## src/hw/rtl/gsa_pkg.sv

```systemverilog
// Shared types and constants for the generational slot allocator.
// Used by gsa_ctrl, gsa_datapath and generational_slot_allocator; no dependencies.
`default_nettype none

package gsa_pkg;

    localparam int SLOTS        = 64;
    localparam int VERSION_BITS = 16;
    localparam int IDX_W        = 6;
    localparam int CNT_W        = 7;
    localparam int POS_W        = 16;
    localparam int KIND_W       = 2;
    localparam int FUNC_W       = 3;

    localparam logic [FUNC_W-1:0] FN_ALLOC    = 3'd0;
    localparam logic [FUNC_W-1:0] FN_FREE     = 3'd1;
    localparam logic [FUNC_W-1:0] FN_VALIDATE = 3'd2;
    localparam logic [FUNC_W-1:0] FN_FREE_ALL = 3'd3;
    localparam logic [FUNC_W-1:0] FN_SET_POS  = 3'd4;
    localparam logic [FUNC_W-1:0] FN_FIND     = 3'd5;

    localparam logic [2:0] FIN_NONE     = 3'd0;
    localparam logic [2:0] FIN_ALLOC    = 3'd1;
    localparam logic [2:0] FIN_FIND     = 3'd2;
    localparam logic [2:0] FIN_FREE     = 3'd3;
    localparam logic [2:0] FIN_VALIDATE = 3'd4;
    localparam logic [2:0] FIN_CLEAR    = 3'd5;
    localparam logic [2:0] FIN_SET_POS  = 3'd6;

    localparam logic [1:0] SRC_ZERO  = 2'd0;
    localparam logic [1:0] SRC_HINT  = 2'd1;
    localparam logic [1:0] SRC_INDEX = 2'd2;

    typedef struct packed {
        logic [FUNC_W-1:0]       func;
        logic [IDX_W-1:0]        slot_index;
        logic [VERSION_BITS-1:0] handle_version;
        logic [KIND_W-1:0]       kind;
        logic signed [POS_W-1:0] pos_x;
        logic signed [POS_W-1:0] pos_y;
    } gsa_req_t;

    typedef struct packed {
        logic                    ok;
        logic [IDX_W-1:0]        out_index;
        logic [VERSION_BITS-1:0] out_version;
        logic [KIND_W-1:0]       out_kind;
        logic [CNT_W-1:0]        live_count;
    } gsa_rsp_t;

    typedef struct packed {
        logic       load_req;
        logic       scan_load;
        logic [1:0] scan_src;
        logic       scan_run;
        logic       finish;
        logic [2:0] fin_op;
    } gsa_cmd_t;

    typedef struct packed {
        logic [FUNC_W-1:0] func;
        logic              hit;
        logic              exhausted;
    } gsa_status_t;

endpackage

`default_nettype wire

```

## src/hw/rtl/generational_slot_allocator.sv

```systemverilog
// Generational slot allocator: a pool of 64 slots handed out as index and version handles.
// Top level; depends on gsa_pkg, gsa_ctrl and gsa_datapath.
//
// A request is taken when start is high and busy is low; one result per request appears on
// rsp for exactly one cycle with rsp_valid high, and the receiver cannot stall it. Free all,
// set position and unused codes finish straight from dispatch; free and validate first read
// the indexed slot; allocate and find scan the slot tables, from the hint or from slot zero,
// until a match or the end of the pool. The scan examines one slot per cycle through the
// registered read port of the slot tables. busy drops in the cycle the result is shown, so
// the next request can be taken then.
`default_nettype none

module generational_slot_allocator
    import gsa_pkg::*;
(
    input  wire logic     clk,
    input  wire logic     rst_n,
    input  wire logic     start,
    output logic          busy,
    input  wire gsa_req_t req,
    output logic          rsp_valid,
    output gsa_rsp_t      rsp
);

    gsa_cmd_t    cmd;
    gsa_status_t status;

    gsa_ctrl u_ctrl (
        .clk    (clk),
        .rst_n  (rst_n),
        .start  (start),
        .busy   (busy),
        .status (status),
        .cmd    (cmd)
    );

    gsa_datapath u_datapath (
        .clk       (clk),
        .rst_n     (rst_n),
        .req       (req),
        .cmd       (cmd),
        .status    (status),
        .rsp_valid (rsp_valid),
        .rsp       (rsp)
    );

endmodule

`default_nettype wire

```

## src/hw/rtl/gsa_datapath.sv

```systemverilog
// Datapath of the slot allocator: slot tables, counters, scan pointer and result register.
// Depends on gsa_pkg; driven by commands from gsa_ctrl.
`default_nettype none

module gsa_datapath
    import gsa_pkg::*;
(
    input  wire logic    clk,
    input  wire logic    rst_n,
    input  wire gsa_req_t req,
    input  wire gsa_cmd_t cmd,
    output gsa_status_t  status,
    output logic         rsp_valid,
    output gsa_rsp_t     rsp
);

    logic [VERSION_BITS-1:0] ver_mem [SLOTS];
    logic [KIND_W-1:0]       kind_mem [SLOTS];
    logic [2*POS_W-1:0]      pos_mem [SLOTS];

    gsa_req_t                req_reg;
    logic [SLOTS-1:0]        reserved_reg, reserved_next;
    logic [SLOTS-1:0]        ver_valid_reg, ver_valid_next;
    logic [CNT_W-1:0]        live_reg, live_next;
    logic [CNT_W-1:0]        hint_reg, hint_next;
    logic [CNT_W-1:0]        scan_reg, scan_next;
    logic                    rd_valid_reg, rd_valid_next;
    logic [IDX_W-1:0]        rd_idx_reg;
    logic [VERSION_BITS-1:0] rd_ver_reg;
    logic                    rd_ver_ok_reg;
    logic [KIND_W-1:0]       rd_kind_reg;
    logic [2*POS_W-1:0]      rd_pos_reg;
    logic                    rsp_valid_reg;
    gsa_rsp_t                rsp_reg, rsp_next;

    logic                    issue;
    logic [IDX_W-1:0]        rd_addr;
    logic                    rd_reserved;
    logic [VERSION_BITS-1:0] rd_ver;
    logic                    pos_match;
    logic                    in_range;
    logic                    idx_reserved;
    logic                    ver_we, kind_we, pos_we;
    logic [IDX_W-1:0]        wr_addr;
    logic [VERSION_BITS-1:0] ver_wdata;
    logic [2*POS_W-1:0]      pos_wdata;

    assign issue        = cmd.scan_run && (scan_reg < CNT_W'(SLOTS));
    assign rd_addr      = scan_reg[IDX_W-1:0];
    assign rd_reserved  = reserved_reg[rd_idx_reg];
    assign rd_ver       = rd_ver_ok_reg ? rd_ver_reg : '0;
    assign pos_match    = rd_pos_reg == {req_reg.pos_x, req_reg.pos_y};
    assign in_range     = CNT_W'(req_reg.slot_index) < CNT_W'(SLOTS);
    assign idx_reserved = reserved_reg[req_reg.slot_index];

    assign status.func      = req_reg.func;
    assign status.hit       = rd_valid_reg && ((req_reg.func == FN_ALLOC) ? !rd_reserved
                                                             : (rd_reserved && pos_match));
    assign status.exhausted = !rd_valid_reg && (scan_reg == CNT_W'(SLOTS));

    always_comb
    begin
        scan_next = scan_reg;
        if (cmd.scan_load)
        begin
            case (cmd.scan_src)
                SRC_HINT:  scan_next = hint_reg;
                SRC_INDEX: scan_next = CNT_W'(req_reg.slot_index);
                default:   scan_next = '0;
            endcase
        end
        else if (issue)
        begin
            scan_next = scan_reg + CNT_W'(1);
        end
        rd_valid_next = issue;
    end

    always_comb
    begin
        reserved_next  = reserved_reg;
        ver_valid_next = ver_valid_reg;
        live_next      = live_reg;
        hint_next      = hint_reg;
        rsp_next       = '0;
        ver_we         = 1'b0;
        kind_we        = 1'b0;
        pos_we         = 1'b0;
        wr_addr        = rd_idx_reg;
        ver_wdata      = rd_ver + VERSION_BITS'(1);
        pos_wdata      = '0;
        if (cmd.finish)
        begin
            case (cmd.fin_op)
                FIN_ALLOC:
                begin
                    reserved_next[rd_idx_reg]  = 1'b1;
                    ver_valid_next[rd_idx_reg] = 1'b1;
                    live_next           = live_reg + CNT_W'(1);
                    hint_next           = CNT_W'(rd_idx_reg) + CNT_W'(1);
                    ver_we              = 1'b1;
                    kind_we             = 1'b1;
                    pos_we              = 1'b1;
                    rsp_next.ok         = 1'b1;
                    rsp_next.out_index  = rd_idx_reg;
                    rsp_next.out_version = ver_wdata;
                    rsp_next.out_kind   = req_reg.kind;
                end
                FIN_FIND:
                begin
                    rsp_next.ok          = 1'b1;
                    rsp_next.out_index   = rd_idx_reg;
                    rsp_next.out_version = rd_ver;
                    rsp_next.out_kind    = rd_kind_reg;
                end
                FIN_FREE:
                begin
                    if (in_range && idx_reserved)
                    begin
                        reserved_next[req_reg.slot_index] = 1'b0;
                        if (live_reg != '0)
                        begin
                            live_next = live_reg - CNT_W'(1);
                        end
                        if (CNT_W'(req_reg.slot_index) < hint_reg)
                        begin
                            hint_next = CNT_W'(req_reg.slot_index);
                        end
                        rsp_next.ok       = 1'b1;
                        rsp_next.out_kind = rd_kind_reg;
                    end
                end
                FIN_VALIDATE:
                begin
                    if (in_range && (req_reg.handle_version != '0) && idx_reserved
                        && (rd_ver == req_reg.handle_version))
                    begin
                        rsp_next.ok       = 1'b1;
                        rsp_next.out_kind = rd_kind_reg;
                    end
                end
                FIN_CLEAR:
                begin
                    reserved_next = '0;
                    live_next     = '0;
                    hint_next     = '0;
                    rsp_next.ok   = 1'b1;
                end
                FIN_SET_POS:
                begin
                    if (in_range)
                    begin
                        pos_we      = 1'b1;
                        wr_addr     = req_reg.slot_index;
                        pos_wdata   = {req_reg.pos_x, req_reg.pos_y};
                        rsp_next.ok = 1'b1;
                    end
                end
                default:
                begin
                    rsp_next.ok = 1'b0;
                end
            endcase
        end
        rsp_next.live_count = live_next;
    end

    always_ff @(posedge clk or negedge rst_n)
    begin
        if (!rst_n)
        begin
            reserved_reg  <= '0;
            ver_valid_reg <= '0;
            live_reg      <= '0;
            hint_reg      <= '0;
            scan_reg      <= '0;
            rd_valid_reg  <= 1'b0;
            rsp_valid_reg <= 1'b0;
        end
        else
        begin
            reserved_reg  <= reserved_next;
            ver_valid_reg <= ver_valid_next;
            live_reg      <= live_next;
            hint_reg      <= hint_next;
            scan_reg      <= scan_next;
            rd_valid_reg  <= rd_valid_next;
            rsp_valid_reg <= cmd.finish;
        end
    end

    always_ff @(posedge clk)
    begin
        if (cmd.load_req)
        begin
            req_reg <= req;
        end
        if (cmd.finish)
        begin
            rsp_reg <= rsp_next;
        end
        rd_idx_reg <= rd_addr;
    end

    always_ff @(posedge clk)
    begin
        if (ver_we)
        begin
            ver_mem[wr_addr] <= ver_wdata;
        end
        if (kind_we)
        begin
            kind_mem[wr_addr] <= req_reg.kind;
        end
        if (pos_we)
        begin
            pos_mem[wr_addr] <= pos_wdata;
        end
        rd_ver_reg    <= ver_mem[rd_addr];
        rd_kind_reg   <= kind_mem[rd_addr];
        rd_pos_reg    <= pos_mem[rd_addr];
        rd_ver_ok_reg <= ver_valid_reg[rd_addr];
    end

    assign rsp_valid = rsp_valid_reg;
    assign rsp       = rsp_reg;

    // The live count always matches the number of reserved slots.
    a_live_matches: assert property (@(posedge clk) disable iff (!rst_n)
        live_reg == CNT_W'($countones(reserved_reg)))
        else $error("live count differs from reserved slots");

    a_hint_range: assert property (@(posedge clk) disable iff (!rst_n)
        (hint_reg <= CNT_W'(SLOTS)) && (scan_reg <= CNT_W'(SLOTS)))
        else $error("hint or scan pointer beyond the pool");

    // Every reserved slot has had its version written.
    a_reserved_has_version: assert property (@(posedge clk) disable iff (!rst_n)
        (reserved_reg & ~ver_valid_reg) == '0)
        else $error("reserved slot without a written version");

    a_rsp_single: assert property (@(posedge clk) disable iff (!rst_n)
        rsp_valid_reg |=> !rsp_valid_reg)
        else $error("two results in consecutive cycles");

endmodule

`default_nettype wire

```

## src/hw/rtl/gsa_ctrl.sv

```systemverilog
// Controller state machine of the slot allocator: sequences each request.
// Depends on gsa_pkg; commands gsa_datapath and reads its status.
`default_nettype none

module gsa_ctrl
    import gsa_pkg::*;
(
    input  wire logic        clk,
    input  wire logic        rst_n,
    input  wire logic        start,
    output logic             busy,
    input  wire gsa_status_t status,
    output gsa_cmd_t         cmd
);

    localparam logic [2:0] ST_IDLE     = 3'd0;
    localparam logic [2:0] ST_DISPATCH = 3'd1;
    localparam logic [2:0] ST_SCAN     = 3'd2;
    localparam logic [2:0] ST_LOOK     = 3'd3;
    localparam logic [2:0] ST_CHECK    = 3'd4;

    logic [2:0] state_reg, state_next;

    always_comb
    begin
        state_next = state_reg;
        cmd        = '0;
        case (state_reg)
            ST_IDLE:
            begin
                if (start)
                begin
                    cmd.load_req = 1'b1;
                    state_next   = ST_DISPATCH;
                end
            end
            ST_DISPATCH:
            begin
                case (status.func)
                    FN_ALLOC:
                    begin
                        cmd.scan_load = 1'b1;
                        cmd.scan_src  = SRC_HINT;
                        state_next    = ST_SCAN;
                    end
                    FN_FIND:
                    begin
                        cmd.scan_load = 1'b1;
                        cmd.scan_src  = SRC_ZERO;
                        state_next    = ST_SCAN;
                    end
                    FN_FREE, FN_VALIDATE:
                    begin
                        cmd.scan_load = 1'b1;
                        cmd.scan_src  = SRC_INDEX;
                        state_next    = ST_LOOK;
                    end
                    FN_FREE_ALL:
                    begin
                        cmd.finish = 1'b1;
                        cmd.fin_op = FIN_CLEAR;
                        state_next = ST_IDLE;
                    end
                    FN_SET_POS:
                    begin
                        cmd.finish = 1'b1;
                        cmd.fin_op = FIN_SET_POS;
                        state_next = ST_IDLE;
                    end
                    default:
                    begin
                        cmd.finish = 1'b1;
                        cmd.fin_op = FIN_NONE;
                        state_next = ST_IDLE;
                    end
                endcase
            end
            ST_SCAN:
            begin
                cmd.scan_run = 1'b1;
                if (status.hit)
                begin
                    cmd.finish = 1'b1;
                    cmd.fin_op = (status.func == FN_ALLOC) ? FIN_ALLOC : FIN_FIND;
                    state_next = ST_IDLE;
                end
                else if (status.exhausted)
                begin
                    cmd.finish = 1'b1;
                    cmd.fin_op = FIN_NONE;
                    state_next = ST_IDLE;
                end
            end
            ST_LOOK:
            begin
                cmd.scan_run = 1'b1;
                state_next   = ST_CHECK;
            end
            ST_CHECK:
            begin
                cmd.finish = 1'b1;
                cmd.fin_op = (status.func == FN_FREE) ? FIN_FREE : FIN_VALIDATE;
                state_next = ST_IDLE;
            end
            default:
            begin
                state_next = ST_IDLE;
            end
        endcase
    end

    always_ff @(posedge clk or negedge rst_n)
    begin
        if (!rst_n)
        begin
            state_reg <= ST_IDLE;
        end
        else
        begin
            state_reg <= state_next;
        end
    end

    assign busy = state_reg != ST_IDLE;

    a_accept_busy: assert property (@(posedge clk) disable iff (!rst_n)
        (start && !busy) |=> (busy && state_reg == ST_DISPATCH))
        else $error("accepted request did not start");

    a_finish_returns: assert property (@(posedge clk) disable iff (!rst_n)
        cmd.finish |=> !busy)
        else $error("controller stayed busy after a result");

    a_load_only_idle: assert property (@(posedge clk) disable iff (!rst_n)
        (cmd.load_req || cmd.scan_load) |-> !cmd.finish)
        else $error("request load and finish in the same cycle");

endmodule

`default_nettype wire

```

## config.mk

```make
export PLATFORM = sky130hd
export DESIGN_NAME = generational_slot_allocator
export DESIGN_NICKNAME = d
export VERILOG_FILES = /design/src/hw/rtl/gsa_pkg.sv /design/src/hw/rtl/generational_slot_allocator.sv /design/src/hw/rtl/gsa_datapath.sv /design/src/hw/rtl/gsa_ctrl.sv
export SDC_FILE = /design/constraint.sdc
export NUM_CORES = 2
export LEC_CHECK = 0
export ABC_AREA = 0
export BUFFER_PORTS_ARGS = -buffer_cell sky130_fd_sc_hd__buf_2
export CORE_MARGIN = 3
export CORE_UTILIZATION = 59
export CTS_BUF_LIST = sky130_fd_sc_hd__clkbuf_4
export CTS_CLUSTER_SIZE = 30
export DETAILED_ROUTE_END_ITERATION = 8
export GPL_TIMING_DRIVEN = 0
export PLACE_DENSITY = 0.71
export SKIP_LAST_GASP = 1
export SLEW_MARGIN = 20
export SYNTH_ARGS = -nofsm -noshare
export SYNTH_HDL_FRONTEND = slang
export SYNTH_SLANG_ARGS = --single-unit
```

## constraint.sdc

```tcl
create_clock -name clk -period 16.18 [get_ports clk]
set_input_delay 3.236 -clock clk [delete_from_list [all_inputs] [get_ports clk]]
set_output_delay 3.236 -clock clk [all_outputs]
set_load 0.05 [all_outputs]
```

---- Word-level counts from Yosys, hierarchy flattened ----
Memory sizes are Yosys's and may differ from the RTL's. A register that Yosys moved wholly into a read port is not among the register bits.
Cells that the tools add are included.
cells by class
  add/subtract/negate cells ............... 5
  $mul .................................... 0
  divide/modulo/power cells ............... 0
  order comparisons ....................... 7
  eq/ne operators ......................... 24
  shift operators ......................... 0
  multiplexer cells ....................... 59
  bitwise logic cells ..................... 4
  reduce and logical (&&, ||, !) cells .... 27
operators by type and width
  operator                                             count
  case mux 64 bit (3 select lines)                     1
  OR 64 bit                                            2
  bitwise AND 64 bit                                   1
  two-way mux 32 bit                                   2
  two-way mux 64 bit                                   1
  inverter 64 bit                                      1
  two-way mux 7 bit                                    7
  case mux 22 bit (2 select lines)                     1
  case mux 7 bit (3 select lines)                      2
  equality test 32 bit                                 1
  case mux 4 bit (3 select lines)                      2
  < comparator 6 x 7 -> 1 bit, second input constant   3
  two-way mux 1 bit                                    19
  binary-select mux 1 bit (select 6 bit)               3
  equality test 3 x 2 -> 1 bit, second input constant  6
  equality test 3 bit, second input constant           6
  adder 16 x 1 -> 16 bit, second input constant        1
  equality test 16 bit                                 1
  two-way mux 16 bit                                   1
  nonzero test 16 bit                                  1
  two-way mux 3 bit                                    5
  adder 7 x 1 -> 7 bit, second input constant          2
  case mux 7 bit (2 select lines)                      1
  demux 1 bit (select 6 bit)                           2
  31 further kinds                                     54
word-level totals
  register bits ........................... 252
  bits in latches ......................... 0
  bits in writable memories ............... 3200
  memory bits (read-only) ................. 0
  input port bits ......................... 62
  output and inout port bits .............. 34
  word-level logic and storage cells ...... 150
  memories kept ........................... 3
memories
  memory               depth  width  rd ports  clocked after Yosys merged registers in  wr ports  RTL line            text
  u_datapath.pos_mem   64     32     1         1                                        1         gsa_datapath.sv:19  logic [2*POS_W-1:0] pos_mem [SLOTS];
  u_datapath.ver_mem   64     16     1         1                                        1         gsa_datapath.sv:17  logic [VERSION_BITS-1:0] ver_mem [SLOTS];
  u_datapath.kind_mem  64     2      1         1                                        1         gsa_datapath.sv:18  logic [KIND_W-1:0] kind_mem [SLOTS];

---- Logic depth before layout (Yosys ltp) ----
  word-level depth ........................ 13
  mapped depth ............................ 21
  mapped depth without buffers ............ 16

---- Hierarchy ----
Synthesis repeated with hierarchy kept, for this count alone.
second synthesis, totals
  cells, all modules ...................... 5922
  area, all modules ....................... 135586.3 um2
modules (own cells, without submodules)
  module        instances  cells each  area an instance (um2)  sequential area each (um2)
  gsa_datapath  1          5877        135249.7                103744.5
  gsa_ctrl      1          45          336.6                   75.1

---- Worst setup path before layout ----
No wires, ideal clock.
  path type ............................... reg-to-reg
  start ................................... register u_datapath.rd_idx_reg[0]
  end ..................................... memory u_datapath.pos_mem[50][0] (netlist name), enable pin
  library setup time ...................... 0.502 ns
  arrival ................................. 7.172 ns
  required time ........................... 15.678 ns
  setup slack ............................. 8.507 ns
  stages on the path, launching flop included .. 19
  buffers on the path ..................... 5
  clock period less this slack ............ 7.673 ns
  cells stage by stage .................... dfxtp_1 -> buf_6 -> buf_6 -> buf_2 -> mux2_2 -> a22oi_1 -> a21o_1 -> nand4_1 -> nor2_2 -> mux2_2 -> and2_1 -> o21a_1 -> ha_1 -> and2_1 -> buf_4 -> mux2i_1 -> nand2_1 -> clkbuf_1 -> nor4_1
between the ends
  longest elaborated chain between the ends .. 13
  elaborated cells between the ends (all ways) .. 17
  classes of those cells .................. 2 x eq/ne; 11 x mux; 4 x reduce/logical
ends and longest elaborated chain
  element                                                              RTL line                                text
  start: declaration                                                   gsa_datapath.sv:28                      logic [IDX_W-1:0] rd_idx_reg;
  start signal: assignment                                             gsa_datapath.sv:202                     rd_idx_reg <= rd_addr;
  binary-select mux 1 bit (select 6 bit)                               gsa_datapath.sv:50                      assign rd_reserved = reserved_reg[rd_idx_reg];
  two-way mux 1 bit (implied by the code)                              gsa_datapath.sv:50
  logical AND 1 bit or zero test 1 bit (tied branches)                 gsa_datapath.sv:58, gsa_datapath.sv:57
  two-way mux 1 bit                                                    gsa_datapath.sv:57                      assign status.hit = rd_valid_reg && ((req_reg.func == FN_ALLOC) ? !rd_reserved
  logical AND 1 bit                                                    gsa_datapath.sv:57
  two-way mux 4 bit                                                    gsa_ctrl.sv:81                          if (status.hit)
  case mux 4 bit (3 select lines)                                      gsa_ctrl.sv:28                          case (state_reg)
  equality test 3 x 1 -> 1 bit or equality test 3 bit (tied branches)  gsa_datapath.sv:94                      case (cmd.fin_op)
  OR reduction 2 bit (no source line)                                  -
  two-way mux 1 bit                                                    -
  two-way mux 1 bit                                                    gsa_datapath.sv:92                      if (cmd.finish)
  two-way mux 1 bit                                                    gsa_datapath.sv:215                     if (pos_we)
  two-way mux 1 bit (implied by the code)                              gsa_datapath.sv:217                     pos_mem[wr_addr] <= pos_wdata;
  end: declaration                                                     gsa_datapath.sv:19
Parallel ways exist; a longest one is shown, timed or not. The select of a mux whose other input is x is not followed.

---- Final worst setup path ----
  start ................................... register u_datapath.req_reg, in the netlist u_datapath.status[3]
  end ..................................... memory u_datapath.pos_mem[58][4] (netlist name), enable pin
between the ends
  longest elaborated chain between the ends .. 11
  elaborated cells between the ends (all ways) .. 23
  classes of those cells .................. 7 x eq/ne; 12 x mux; 4 x reduce/logical
ends and longest elaborated chain
  element                                                                     RTL line             text
  start: declaration                                                          gsa_datapath.sv:21   gsa_req_t req_reg;
  start signal: assignment                                                    gsa_datapath.sv:196  req_reg <= req;
  parallel branches: the longest is 4 deep, another holds OR reduction 4 bit  -
  case mux 4 bit (3 select lines) (*)                                         gsa_ctrl.sv:28
  equality test 3 x 1 -> 1 bit or equality test 3 bit (tied branches)         gsa_datapath.sv:94
  OR reduction 2 bit (no source line)                                         -
  two-way mux 1 bit                                                           -
  two-way mux 1 bit                                                           gsa_datapath.sv:92
  two-way mux 1 bit                                                           gsa_datapath.sv:215
  two-way mux 1 bit (implied by the code)                                     gsa_datapath.sv:217
Mark *: on every way between the ends.

==> flow_metrics.py <==
metrics = {
    "drt": {
        "highest_layer": "met5",
        "route.final.wire_length_um": 419000,
        "drc_errors": 0,
        "route.met2.wl_um": 189000,
        "dr_wl_met3_um": 56400,
        "post_drt_wl_per_cell_um": 36.4,
        "drt_first_pass_iters": 7,
        "drtIter0Drc": 12559,
        "via_count": 78577,
        "avgViaCountPerCell": 6.81,
        "wl_met1_um": 144000,
        "ant_nets": 0,
    },
    "global_routing": {
        "grt_usage": 0.356,
        "grt_overflow": 0,
        "grt_pass1_wl_um": 583000,
        "grt_pass1_vias": 78012,
        "grt_max_degree": 69,
        "antenna_found_initial": 16,
    },
    "clock_tree": {
        "root_buffer": "clkbuf_4",
        "cts_setup_buffers": 0,
        "ctsResizeCount": 0,
        "clockBufferDepth": 4,
        "ctsHoldBuffers": 0,
        "h-tree-depth": 6,
        "clock_sinks": 3502,
        "cts_tree": "yes",
        "numCtsBuffers": 856,
        "clk_pin_slew_worst_paths_ns": 0.06,
        "clk_latency_ns": 1.52,
    },
    "placed_design": {
        "gp_congestion": 0.970,
        "portBuffers": 95,
        "dp_hpwl_um": 298000,
        "pre_cts_ws_ns": 7.15,
    },
    "timing": {
        "setup_tns_ns": 0,
        "finalHoldViolCount": 0,
        "setup_viol": 0,
        "min_period_ns": 9.53,
        "post-route-period-util": 0.589,
        "max_clock_freq_mhz": 105,
        "fin_ws_ns": 6.65,
        "slew_headroom": 0.0997,
        "worstMarginPinSlew_ns": 1.35,
        "drv_slew": 0,
        "finClkSkew_ns": 0.172,
        "rsz0062_at_grt": "false",
    },
    "die": {
        "io_pins": 96,
        "core_sq_um": 231000,
        "initial_core_util": 0.594,
        "die-area_sq_um": 238000,
        "rows": 176,
        "die_width_um": 488,
        "dieHeight_um": 488,
    },
    "worst_hold_path": {
        "hold_path.startpoint": "u_datapath.scan_reg[3]",
        "worstHoldPathType": "flip-flop to flip-flop",
    },
    "setup_path": {
        "path_buf_inv": 11,
        "critPathTopFamily": "simple AND/OR/NAND/NOR gates",
        "worstPathArrival_ns": 10.69,
        "crit-reg2reg-launch": "u_datapath.status[3]",
        "end_kind": "flip-flop",
        "crit_fanout": 10,
        "path_cells": "clkbuf_1 > nor3_2 > buf_4 > nor4_1 > nand4_1 > nor3_2 > mux2_2 > and2_1 > o21a_1 > ha_1 > and2_1 > buf_4 > mux2i_2 > nand2_1 > clkbuf_1 > nor4_2 > buf_4 > buf_2 > buf_4 > buf_2 > buf_2 > buf_2 > buf_2",
        "cp-start-kind": "flip-flop",
        "cpPeakStageDelay_ns": 0.96,
        "path_class": "flip-flop to flip-flop",
        "path_common_cell": "buf_2",
        "required_ns": 17.34,
        "slowest_stage": "mux2i_2",
        "critPathLaunch": "u_datapath.status[3]",
    },
    "yosys": {
        "synthesis.area_sq_um": 137000,
        "avgSynthCellArea_sq_um": 22.0,
        "synthesis.instances": 6223,
        "ys_types": 77,
        "syn_nets": 6304,
        "yosysWarningCount": 0,
        "synth-seq-cells": 3502,
        "async_reset_ff_frac": 0.0440,
        "ys.flop_type": "edfxtp_1",
        "yosysSeqAreaShare": 0.757,
        "synth_edf_count": 3291,
    },
    "cells_and_area": {
        "largest_reg_flops": 2048,
        "largest_register": "u_datapath.pos_mem",
        "drive_above_1_share": 0.419,
        "fillers": 14408,
        "reg_top3": "u_datapath.pos_mem x2048, u_datapath.ver_mem x1024, u_datapath.kind_mem x128",
        "syn2layout_area_growth_pct": 16.0,
        "nets": 7956,
    },
    "job": {
        "cap_viol_max_count": 0,
    },
    "pwr": {
        "p_per_area_nw_per_um2": 152,
        "power.total_mw": 24.2,
        "power.leakage_nw": 49.7,
        "ir_drop_uv": 98.5,
    },
    "outcome": {
        "outcome": "finished, final reports clean",
    },
}
## Yosys cell counts (15+ instances only)
master	count	area (sq um)
a211oi_1	29	218
a21oi_1	37	185
a22o_1	15	131
a22oi_1	22	165
a2bb2oi_1	56	490
a31oi_1	22	138
and3_1	40	250
buf_1	81	304
buf_2	40	200
buf_4	19	143
clkbuf_1	259	972
dfrtp_1	154	3850
dfxtp_1	57	1140
edfxtp_1	3291	98800
ha_1	19	238
inv_1	26	97.6
mux2_2	15	169
mux2i_1	79	791
mux4_2	1023	23000
nand2_1	118	443
nand2b_1	19	119
nand3_1	33	165
nor2_1	72	270
nor2b_1	37	231
nor3_1	62	310
nor4_1	145	907
o21ai_0	105	526
o21bai_1	66	495
o221ai_1	15	131
o22ai_1	21	131
or3_1	21	131
xor2_1	50	438
## cells by family after synthesis
logic type | count (synthesis) | synth area share
AND/OR/NAND/NOR | 625 | 0.0248
adder cells (fa/ha/maj) | 19 | 0.00173
XOR/XNOR | 62 | 0.00396
multiplexers | 1123 | 0.176
flip-flops | 3502 | 0.757
buffers and inverters | 437 | 0.0133
AO/OA/AOI/OAI | 455 | 0.0231
## power by group
part           total, mW  switching, mW  internal, mW
combinational       6.65           4.31          2.34
clock               7.20           3.49          3.71
sequential          10.4          0.171          10.2
## layout make-up
class,instances,area (sq um),area share
Clock inverter,193,1040,0.00653
Sequential cell,3502,104000,0.653
Inverter,29,109,0.000685
Clock buffer,1273,9560,0.0601
Multi-Input combinational cell,2284,32400,0.204
Tap cell,3026,3790,0.0238
Antenna cell,29,72.6,0.000456
Timing Repair Buffer,794,6340,0.0399
Buffer,408,1890,0.0119
## placed cells by master (no fill, tap or decap), types with 72 or more instances in the layout
master	count
buf_2	511
edfxtp_1	3291
mux4_2	1023
clkbuf_1	185
mux2i_1	77
clkbuf_4	1273
buf_4	277
nand2_1	117
clkbuf_2	85
nor4_2	74
clkinv_1	155
nor4_1	72
o21ai_0	105
dfrtp_1	154
## worst paths after layout
kind                       depth (start not counted)  slack [ns]                     endpoint
setup / recovery                                  23        6.65    u_datapath.pos_mem[58][4]
hold / removal                                     0        0.29     u_datapath.rd_idx_reg[3]
min in group asynchronous                          1        1.69         u_datapath.rsp_valid
max in group asynchronous                          3       13.47  u_datapath.reserved_reg[43]
hold reg to reg                                    0        0.29     u_datapath.rd_idx_reg[3]
setup reg to reg                                  23        6.65    u_datapath.pos_mem[58][4]
## per-stage QoR
stage               utilization  hold WS [ns]  area [sq um]  cells
floorplan                     -         0.345        137000   6223
global placement          0.613         0.356        141000   9344
detailed placement        0.643         0.361        148000  10043
CTS                       0.689         0.289        159000  11509
global route              0.690         0.296        159000  11525
finish                    0.690         0.287        159000  11538
## layer usage
metal | GRT usage | up-vias
met5 | 0 | -
met4 | 0.211 | 4
met3 | 0.125 | 1329
met2 | 0.524 | 6576
met1 | 0.465 | 40274
li1 | - | 30394
(Power assumes the default switching activity.)
